===== config.mk =====
export PLATFORM = sky130hd
export DESIGN_NAME = rfsla_ctrl
export DESIGN_NICKNAME = d
export VERILOG_FILES = /design/src/design/rfsla_pkg.sv /design/src/design/rfsla_ctrl.sv
export SDC_FILE = /design/constraint.sdc
export NUM_CORES = 1
export LEC_CHECK = 0
export ABC_AREA = 1
export BUFFER_PORTS_ARGS = -buffer_cell sky130_fd_sc_hd__buf_2
export CORE_AREA = 2 2 39 41
export DETAILED_ROUTE_END_ITERATION = 12
export DIE_AREA = 0 0 41 43
export PLACE_DENSITY_LB_ADDON = 0.12
export SYNTH_ARGS = -nofsm -noshare
export SYNTH_HDL_FRONTEND = slang
export SYNTH_SLANG_ARGS = --single-unit

===== constraint.sdc =====
create_clock -name clk -period 1.3 [get_ports clk]
set_input_delay 0.065 -clock clk [delete_from_list [all_inputs] [get_ports clk]]
set_output_delay 0.065 -clock clk [all_outputs]
set_load 0.03 [all_outputs]

===== src/design/rfsla_pkg.sv =====
// ----------------------------------------------------------------------------
// rfsla_pkg
// Shared types, codes and constants of the sensor learn and alarm table.
// ----------------------------------------------------------------------------
package rfsla_pkg;

    localparam int TABLE_SLOTS = 16;
    localparam int SLOT_W      = $clog2(TABLE_SLOTS);
    localparam int CNT_W       = $clog2(TABLE_SLOTS + 1);

    localparam logic [2:0] REQ_ID     = 3'd0;
    localparam logic [2:0] REQ_POLL   = 3'd1;
    localparam logic [2:0] REQ_LEARN  = 3'd2;
    localparam logic [2:0] REQ_ENABLE = 3'd3;
    localparam logic [2:0] REQ_DELETE = 3'd4;

    localparam logic [3:0] EV_NONE    = 4'd0;
    localparam logic [3:0] EV_LEARNED = 4'd1;
    localparam logic [3:0] EV_DUP     = 4'd2;
    localparam logic [3:0] EV_FULL    = 4'd3;
    localparam logic [3:0] EV_TIMEOUT = 4'd4;
    localparam logic [3:0] EV_ALARM   = 4'd5;
    localparam logic [3:0] EV_ARMED   = 4'd6;
    localparam logic [3:0] EV_DISARM  = 4'd7;
    localparam logic [3:0] EV_REJECT  = 4'd8;

    localparam logic [2:0] T_DOOR    = 3'd1;
    localparam logic [2:0] T_WRIST   = 3'd2;
    localparam logic [2:0] T_REMOTE  = 3'd3;
    localparam logic [2:0] T_SMOKE   = 3'd4;
    localparam logic [2:0] T_CURTAIN = 3'd5;
    localparam logic [2:0] T_PIR     = 3'd6;
    localparam logic [2:0] T_GAS     = 3'd7;

    localparam logic [1:0] CFG_WINDOW  = 2'd0;
    localparam logic [1:0] CFG_GAP     = 2'd1;
    localparam logic [1:0] CFG_COUNT   = 2'd2;
    localparam logic [1:0] CFG_TIMEOUT = 2'd3;

    localparam logic [7:0] ARM_BITS    = 8'h0C;
    localparam logic [7:0] PANIC_BITS  = 8'h30;
    localparam logic [7:0] DISARM_BITS = 8'h03;

    // Commands from the controller to the datapath.
    typedef struct packed {
        logic              load;      // capture the item
        logic              clr_scan;  // restart the slot pointer
        logic              scan_step; // look at the current slot
        logic              adv;       // advance slot pointer
        logic [2:0]        scan_kind; // which scan is running
        logic              finish;    // apply the decision and emit
    } rfsla_cmd_t;

    localparam logic [2:0] SCAN_DUP   = 3'd0;
    localparam logic [2:0] SCAN_MATCH = 3'd1;
    localparam logic [2:0] SCAN_MULTI = 3'd2;
    localparam logic [2:0] SCAN_CROSS = 3'd3;
    localparam logic [2:0] SCAN_FREE  = 3'd4;

    typedef struct packed {
        logic last; // pointer on the last slot
        logic hit;  // current slot ends the scan
    } rfsla_sts_t;

endpackage


===== src/design/rfsla_ctrl.sv =====
// ----------------------------------------------------------------------------
// rfsla_ctrl
// Sequencer: decides which table scans an item needs and steps through them.
// ----------------------------------------------------------------------------
module rfsla_ctrl
(
    input  logic                 clk,
    input  logic                 rst_n,
    input  logic                 start,
    input  logic [2:0]           req_type,
    input  logic                 learning,
    input  rfsla_pkg::rfsla_sts_t sts,
    input  logic                 judge_multi_needed,
    input  logic                 cross_needed,
    output rfsla_pkg::rfsla_cmd_t cmd,
    output logic                 busy
);
    import rfsla_pkg::*;

    localparam logic [2:0] S_IDLE  = 3'd0;
    localparam logic [2:0] S_DUP   = 3'd1;
    localparam logic [2:0] S_MATCH = 3'd2;
    localparam logic [2:0] S_MULTI = 3'd3;
    localparam logic [2:0] S_CROSS = 3'd4;
    localparam logic [2:0] S_FREE  = 3'd5;
    localparam logic [2:0] S_DONE  = 3'd6;

    logic [2:0] state_reg, state_next;

    always_ff @(posedge clk or negedge rst_n)
    begin
        if (!rst_n)
        begin
            state_reg <= S_IDLE;
        end
        else
        begin
            state_reg <= state_next;
        end
    end

    always_comb
    begin
        state_next = state_reg;
        cmd        = '0;
        unique case (state_reg)
            S_IDLE:
            begin
                if (start)
                begin
                    cmd.load     = 1'b1;
                    cmd.clr_scan = 1'b1;
                    if (req_type == REQ_ID)
                    begin
                        state_next = learning ? S_DUP : S_MATCH;
                    end
                    else if (req_type == REQ_LEARN)
                    begin
                        state_next = S_FREE;
                    end
                    else
                    begin
                        state_next = S_DONE;
                    end
                end
            end
            S_DUP, S_MATCH, S_FREE:
            begin
                cmd.scan_step = 1'b1;
                cmd.scan_kind = (state_reg == S_DUP) ? SCAN_DUP :
                                (state_reg == S_MATCH) ? SCAN_MATCH : SCAN_FREE;
                if (sts.hit || sts.last)
                begin
                    cmd.clr_scan = 1'b1;
                    state_next   = S_DONE;
                end
                else
                begin
                    cmd.adv = 1'b1;
                end
                if (state_reg == S_MATCH && (sts.hit || sts.last) && judge_multi_needed)
                begin
                    state_next = S_MULTI;
                end
            end
            S_MULTI:
            begin
                cmd.scan_step = 1'b1;
                cmd.scan_kind = SCAN_MULTI;
                if (sts.last)
                begin
                    cmd.clr_scan = 1'b1;
                    state_next   = S_CROSS;
                end
                else
                begin
                    cmd.adv = 1'b1;
                end
            end
            S_CROSS:
            begin
                if (cross_needed)
                begin
                    cmd.scan_step = 1'b1;
                    cmd.scan_kind = SCAN_CROSS;
                    if (sts.last)
                    begin
                        state_next = S_DONE;
                    end
                    else
                    begin
                        cmd.adv = 1'b1;
                    end
                end
                else
                begin
                    state_next = S_DONE;
                end
            end
            S_DONE:
            begin
                cmd.finish = 1'b1;
                state_next = S_IDLE;
            end
            default:
            begin
                state_next = S_IDLE;
            end
        endcase
    end

    assign busy = (state_reg != S_IDLE);

`ifndef NO_ASSERTIONS
    a_finish_busy: assert property (@(posedge clk) disable iff (!rst_n)
        cmd.finish |-> busy) else $error("finish outside an item");
    a_start_leaves_idle: assert property (@(posedge clk) disable iff (!rst_n)
        (start && !busy) |=> busy) else $error("accepted item not taken up");
    a_done_returns: assert property (@(posedge clk) disable iff (!rst_n)
        cmd.finish |=> !busy) else $error("no return to idle after finish");
`endif

endmodule


==> results by group, run 1 <==
Min path
  – Hold WC Path Type: in2async

Timing
  – Setup WS post-layout: -0.1301 ns
  – Final setup vio count: 9
  – Final count of hold timing violations: 0
  – Max-Slew Margin vs Limit: 78.50%
  – RSZ-0062 raised after global routing: yes
  – Tmin final: 1.430 ns
  – Fin. max-slew vios: 0
  – Slew @ Worst Pin: 0.3214 ns
  – Post-Route Skew: 0.001528 ns
  – Fmax: 699.2 MHz
  – Crit share post-route: 110.0%

Run status
  – Status: finished with violations
  – Failing checks: setup timing

Pwr
  – Pleak: 0.4239 nW
  – Total power: 2.390 mW
  – Peak supply drop: around 1.4 mV
  – PD cells: 3142 nW/um^2

Floorplan
  – Initial core utilization: between 20% and 30%
  – Row cnt: 14
  – Chip height: between 40 and 50 um
  – DIE AREA: 1763 sq um
  – Core region area: 1384 sq um
  – IO Pins: 20
  – Die X-Extent: a little over 40 um

Setup path
  – Worst r2r dst: state_reg[2]$_DFFE_PN0P_
  – RR Startpoint: state_reg[0]$_DFFE_PN0P_
  – CP top delay family: flip-flops
  – Slowest-stage cell, CP: dfrtp_2
  – CP Buf/Inv Count: 2
  – WP data required: 1.24 ns
  – Reg2Reg Depth: 8
  – CP max stage delay: 0.46 ns
  – Worst Setup End Kind: output pin
  – CP arrival: 1.37 ns
  – CP Class: reg2out
  – Crit-path max FO: 5
  – Crit path cell chain: buf_6 > nand2_4 > nand2_4 > a21oi_2 > o21ai_2 > buf_6
  – Startpoint Class: flip-flop
  – Reg2Reg Setup Slack: -0.09 ns

Drt
  – Post-route DRC: 0
  – Drt first pass iters: 4
  – Avg Vias per Cell: 4.776
  – Routed Antenna Nets: 0
  – WL/cell: 11.67 um
  – Vias: 554
  – Detailed Route Iter0 Violations: 9
  – WL final: 1.354 mm

Yosys
  – Ys Warns: 0
  – Cell taking the most area after synthesis: nand2_1
  – Yosys top cell area share: 20.79%
  – Sequential element share of the synthesized area: between 10% and 20%
  – Post-synth EDFFs: 0
  – Syn avg cell area: 5.744 sq um
  – Yosys reg bits: 3
  – Cell with the most instances after synthesis: nand2_1
  – Ys flop type: dfrtp_1
  – Main area contributors after synthesis: nand2_1, dfrtp_1, nor2_1, nand2_2, inv_1
  – Synth top cells by count: nand2_1, nor2_1, inv_1, nand2_2, a21oi_1
  – Syn_nets: a little under 80
  – Asr flop ratio synth: 100.0%
  – Mapped Cells: 66
  – Distinct cell type count after synthesis: 16
  – Synth Cell Area: 379.1 sq um

Final layout
  – Fin nets: 112
  – Filler Cell Count: 122
  – Max reg flops: 3
  – Number of diodes: 0
  – Flip-flop and latch area: 78.83 sq um
  – Non-filler cells, final: 116
  – Area Overhead vs Synth: 100.7%
  – Share of layout cells above drive strength 1: 60.00%
  – Multi-input logic area: approximately 360 sq um

Global routing
  – GRT Residual Overflow: 0
  – Tot GR Track Use: 17.59%
  – Largest net degree at the start of global routing: 8
  – First-pass GRT wire length: around 2.1 mm
  – Initial antenna violation count: 0
  – Number of global-route vias before repair: 515

Clock network
  – Clock Sink Count: 3
  – TritonCTS buffer count: 3
  – Clock Latency Late Sink: 0.23 ns
  – # H-tree levels: 1
  – CTS tree: done
  – CTS root buffer: clkbuf_4
  – Clock-pin slew on the worst setup and hold paths: 0.04 ns
  – Max Root-Sink Buffers: 2

Place
  – IO Port Bufs: 19
  – Global placement routability congestion: between 0.8 and 0.9
  – Inst Count DP: 105
  – HPWL after DPL: 887.9 um

Job
  – Maxcap violations: 0
==> routing by layer <==
metal  routed length, um  global-route usage [%]  vias to the layer above
li1                    -                       -                      281
met1                 550                   22.26                      248
met2                 689                   26.25                       23
met3                 100                   7.330                        2
met4                  13                   5.333                        0
met5                   0                       0                        -
==> timing repair <==
action,4_1_cts,5_1_grt
hold endpoints to repair,3,0
endpoints found under the setup margin,10,11
buffers inserted,3,4
hold buffers,1,0
gates resized for setup,22,19
pin swaps,5,8
==> where the power goes <==
group | leakage [nW] | switching (mW) | internal [mW]
clock | 0.0150 | 0.0492 | 0.115
combinational | 0.376 | 1.07 | 0.847
sequential | 0.0331 | 0.153 | 0.156
total | 0.424 | 1.27 | 1.12
==> cells by family after synthesis <==
| kind of cell | after synthesis | synth area share, % |
|---|---|---|
| AOI/OAI and AO/OA | 5 | 6.600 |
| buffers and inverters | 9 | 8.913 |
| DFF | 3 | 19.80 |
| and+or+nand+nor | 49 | 64.69 |
==> area by class of cell <==
cell class / instances / area share, %
Multi-Input combinational cell: 54 / 47.53
Clock buffer: 4 / 3.454
Inverter: 9 / 4.770
Tap cell: 16 / 2.632
Timing Repair Buffer: 30 / 31.25
Sequential cell: 3 / 10.36
==> metrics by stage <==
stage	hold WS, ns	util (%)	TNS (ns)	setup slack [ns]	instance area (sq um)
after floorplan	-0.2306	-	-0.03930	-0.03930	397.9
after global placement	-0.1349	39.24	-0.04649	-0.02334	543.0
after detailed placement	-0.1339	39.24	0	0.003337	543.0
after CTS	0.1539	48.92	-0.3520	-0.1047	676.9
after global routing	0.1732	54.97	-1.024	-0.1812	760.7
final	0.1626	54.97	-0.4940	-0.1301	760.7
==> worst register-to-register path: cells and delay by family, from the launching register on <==
| kind | cells | cell delay [ns] |
|---|---|---|
| flops | 1 | 0.46 |
| buf+inv | 2 | 0.22 |
| simple gates | 6 | 0.59 |
==> layout by cell type (no fill, tap or decap) <==
| master | count |
|---|---|
| nand2_1 | 19 |
| nand3_2 | 2 |
| o21ai_2 | 1 |
| nor3_4 | 1 |
| nor2_1 | 5 |
| buf_2 | 11 |
| dfrtp_2 | 3 |
| nor3_2 | 1 |
| nor2_2 | 3 |
| a21oi_1 | 3 |
| nand4_1 | 3 |
| nand2_2 | 2 |
| buf_4 | 8 |
| inv_2 | 2 |
| and2b_1 | 1 |
| dlygate4sd3_1 | 1 |
| nand3_4 | 1 |
| clkbuf_4 | 3 |
| nor2_4 | 3 |
| clkbuf_1 | 1 |
| a21oi_2 | 1 |
| nand2_4 | 7 |
| inv_1 | 6 |
| nand3_1 | 1 |
| buf_6 | 10 |
| inv_4 | 1 |
==> worst max-delay path by stage <==
stage                                  start                        to  cells after the start
detailed placement  state_reg[2]$_DFFE_PN0P_  state_reg[2]$_DFFE_PN0P_                      7
CTS                 state_reg[2]$_DFFE_PN0P_                    cmd[6]                      6
floorplan           state_reg[0]$_DFFE_PN0P_                    cmd[6]                      5
finish              state_reg[0]$_DFFE_PN0P_                    cmd[6]                      6
global placement    state_reg[2]$_DFFE_PN0P_  state_reg[2]$_DFFE_PN0P_                      7
global route        state_reg[0]$_DFFE_PN0P_                    cmd[6]                      6
(Power assumes the default switching activity.)
==> inputs of run 2 (changes only) <==
- RECOVER_POWER: unset -> 50
==> results by group, run 2 (same netlist as run 1, synthesis figures left out) <==
Place
  – HPWL after DPL: 887.9 um (unchanged)
  – IO Port Bufs: 19 (unchanged)
  – Dpl ws: 0.003337 ns (unchanged)
  – Global placement routability congestion: 0.8129 (unchanged)

Timing
  – Crit share post-route: 110.0% (unchanged)
  – Final setup vio count: 9 (unchanged)
  – Total negative setup slack: -0.4940 ns (unchanged)
  – Fmax: 699.2 MHz (unchanged)
  – Tmin final: 1.430 ns (unchanged)
  – Slew @ Worst Pin: 0.3214 ns (unchanged)
  – Fin. max-slew vios: 0 (unchanged)
  – Setup WS post-layout: -0.1301 ns (unchanged)
  – Final count of hold timing violations: 0 (unchanged)
  – Post-Route Skew: 0.001528 ns (unchanged)
  – RSZ-0062 raised after global routing: yes (unchanged)
  – Max-Slew Margin vs Limit: 78.50% (unchanged)

Drt
  – Post-route DRC: 0 (unchanged)
  – Detailed Route Iter0 Violations: 9 (unchanged)
  – Drt first pass iters: 4 (unchanged)
  – Avg Vias per Cell: 4.776 (unchanged)
  – Routed Antenna Nets: 0 (unchanged)
  – WL final: 1.351 mm (was 1.354 mm)
  – WL/cell: 11.65 um (was 11.67 um)
  – Vias: 554 (unchanged)

Final layout
  – Fin nets: 112 (unchanged)
  – Most frequent cells in the layout: nand2_1, buf_2, buf_6 (unchanged)
  – Final Util: 54.88% (was 54.97%)
  – Share of layout cells above drive strength 1: 59.00% (was 60.00%)
  – Max reg flops: 3 (unchanged)
  – Most common cell after layout, fill and taps aside: nand2_1 (unchanged)
  – Number of diodes: 0 (unchanged)
  – Area Overhead vs Synth: 100.3% (was 100.7%)

Clock network
  – Clock Sink Count: 3 (unchanged)
  – # H-tree levels: 1 (unchanged)
  – TritonCTS buffer count: 3 (unchanged)
  – Clock-pin slew on the worst setup and hold paths: 0.04 ns (about the same)
  – Max Root-Sink Buffers: 2 (unchanged)
  – CTS root buffer: clkbuf_4 (unchanged)
  – Clock Latency Late Sink: 0.23 ns (about the same)
  – CTS tree: done (unchanged)

Global routing
  – Largest net degree at the start of global routing: 8 (unchanged)
  – First-pass GRT wire length: 2.125 mm (unchanged)
  – Initial antenna violation count: 0 (unchanged)
  – Tot GR Track Use: 17.59% (unchanged)
  – Number of global-route vias before repair: 515 (unchanged)
  – GRT Residual Overflow: 0 (unchanged)

Run status
  – Failing checks: setup timing (unchanged)
  – Status: finished with violations (unchanged)

Min path
  – Hold WC Path Type: in2async (unchanged)

Pwr
  – Pleak: 0.4212 nW (was 0.4239 nW)
  – PD cells: 3147 nW/um^2 (was 3142 nW/um^2)
  – Peak supply drop: 1.400 mV (unchanged)
  – Total power: 2.390 mW (about the same)

Floorplan
  – Die X-Extent: 41 um (unchanged)
  – Initial core utilization: 27.40% (unchanged)
  – Row cnt: 14 (unchanged)
  – Chip height: 43 um (unchanged)
  – DIE AREA: 1763 sq um (unchanged)
  – Core region area: 1384 sq um (unchanged)
  – IO Pins: 20 (unchanged)

Setup path
  – Reg2Reg Depth: 8 (unchanged)
  – WP data required: 1.24 ns (about the same)
  – Crit path from: state_reg[0]$_DFFE_PN0P_ (unchanged)
  – Worst r2r dst: state_reg[2]$_DFFE_PN0P_ (unchanged)
  – RR Startpoint: state_reg[0]$_DFFE_PN0P_ (unchanged)
  – Startpoint Class: flip-flop (unchanged)
  – CP arrival: 1.37 ns (about the same)
  – Crit-path max FO: 5 (unchanged)
  – Worst Setup End Kind: output pin (unchanged)
  – Reg2Reg Setup Slack: -0.09 ns (about the same)
  – CP Class: reg2out (unchanged)

Job
  – Maxcap violations: 0 (unchanged)
-- run 2: changes by cell type in the layout (fill, tap and decap cells not counted), sizes merged --
cell / before / now
clkbuf: 4 / 5
buf: 29 / 28
-- run 2: critical path, stage by stage, from the launching register on --
cell	delay, ns
dfrtp_2	0.46
buf_6	0.16
nand2_4	0.08
nand2_4	0.06
a21oi_2	0.16
o21ai_2	0.08
buf_6	0.14
-- run 2: stage by stage --
step / hold slack [ns] / std cells / area (sq um)
2_1_floorplan: -0.2306 / 66 / 397.9
3_3_place_gp: -0.1349 / 105 / 543.0
3_5_place_dp: -0.1339 / 105 / 543.0
4_1_cts: 0.1539 / 113 / 676.9
5_1_grt: 0.2042 / 116 / 759.5
6_report: 0.1788 / 116 / 759.5
-- run 2: area by class of cell --
type                       instances  area (sq um)
sequential                         3         78.83
inverter                           9         36.28
clock buffer                       4         26.28
tap                               16         20.02
fill                             123         624.3
multi-input combinational         54         361.6
timing repair buffer              30         236.5
-- run 2: worst max path at each step --
stage | end | slack [ns] | depth (start not counted)
after floorplan | cmd[6] | -0.04 | 5
after global placement | state_reg[2]$_DFFE_PN0P_ | -0.02 | 7
after detailed placement | state_reg[2]$_DFFE_PN0P_ | 0.003 | 7
after CTS | cmd[6] | -0.10 | 6
after global routing | cmd[6] | -0.18 | 6
final | cmd[6] | -0.13 | 6
-- run 2: what timing repair did --
action / 4_1_cts / 5_1_grt
setup endpoints to repair: 10 / 11
buffers inserted: 3 / 4
gates cloned: 0 / 0
pin swaps: 5 / 8
gates resized for setup: 22 / 19
hold endpoints to repair: 3 / 0
hold buffers: 1 / 0
-- run 2: metal layers --
layer | vias up | share of wire, % | GRT usage, %
met5 | - | 0 | 0
met4 | 0 | 0.96 | 5.333
met3 | 2 | 7.4 | 7.330
met2 | 23 | 51 | 26.25
met1 | 248 | 40 | 22.26
li1 | 281 | - | -
-- run 2: report_power, final --
part	switching [mW]	internal (mW)	total, mW
combinational	1.07	0.846	1.92
clock	0.0492	0.115	0.164
sequential	0.153	0.156	0.309
total	1.27	1.12	2.39
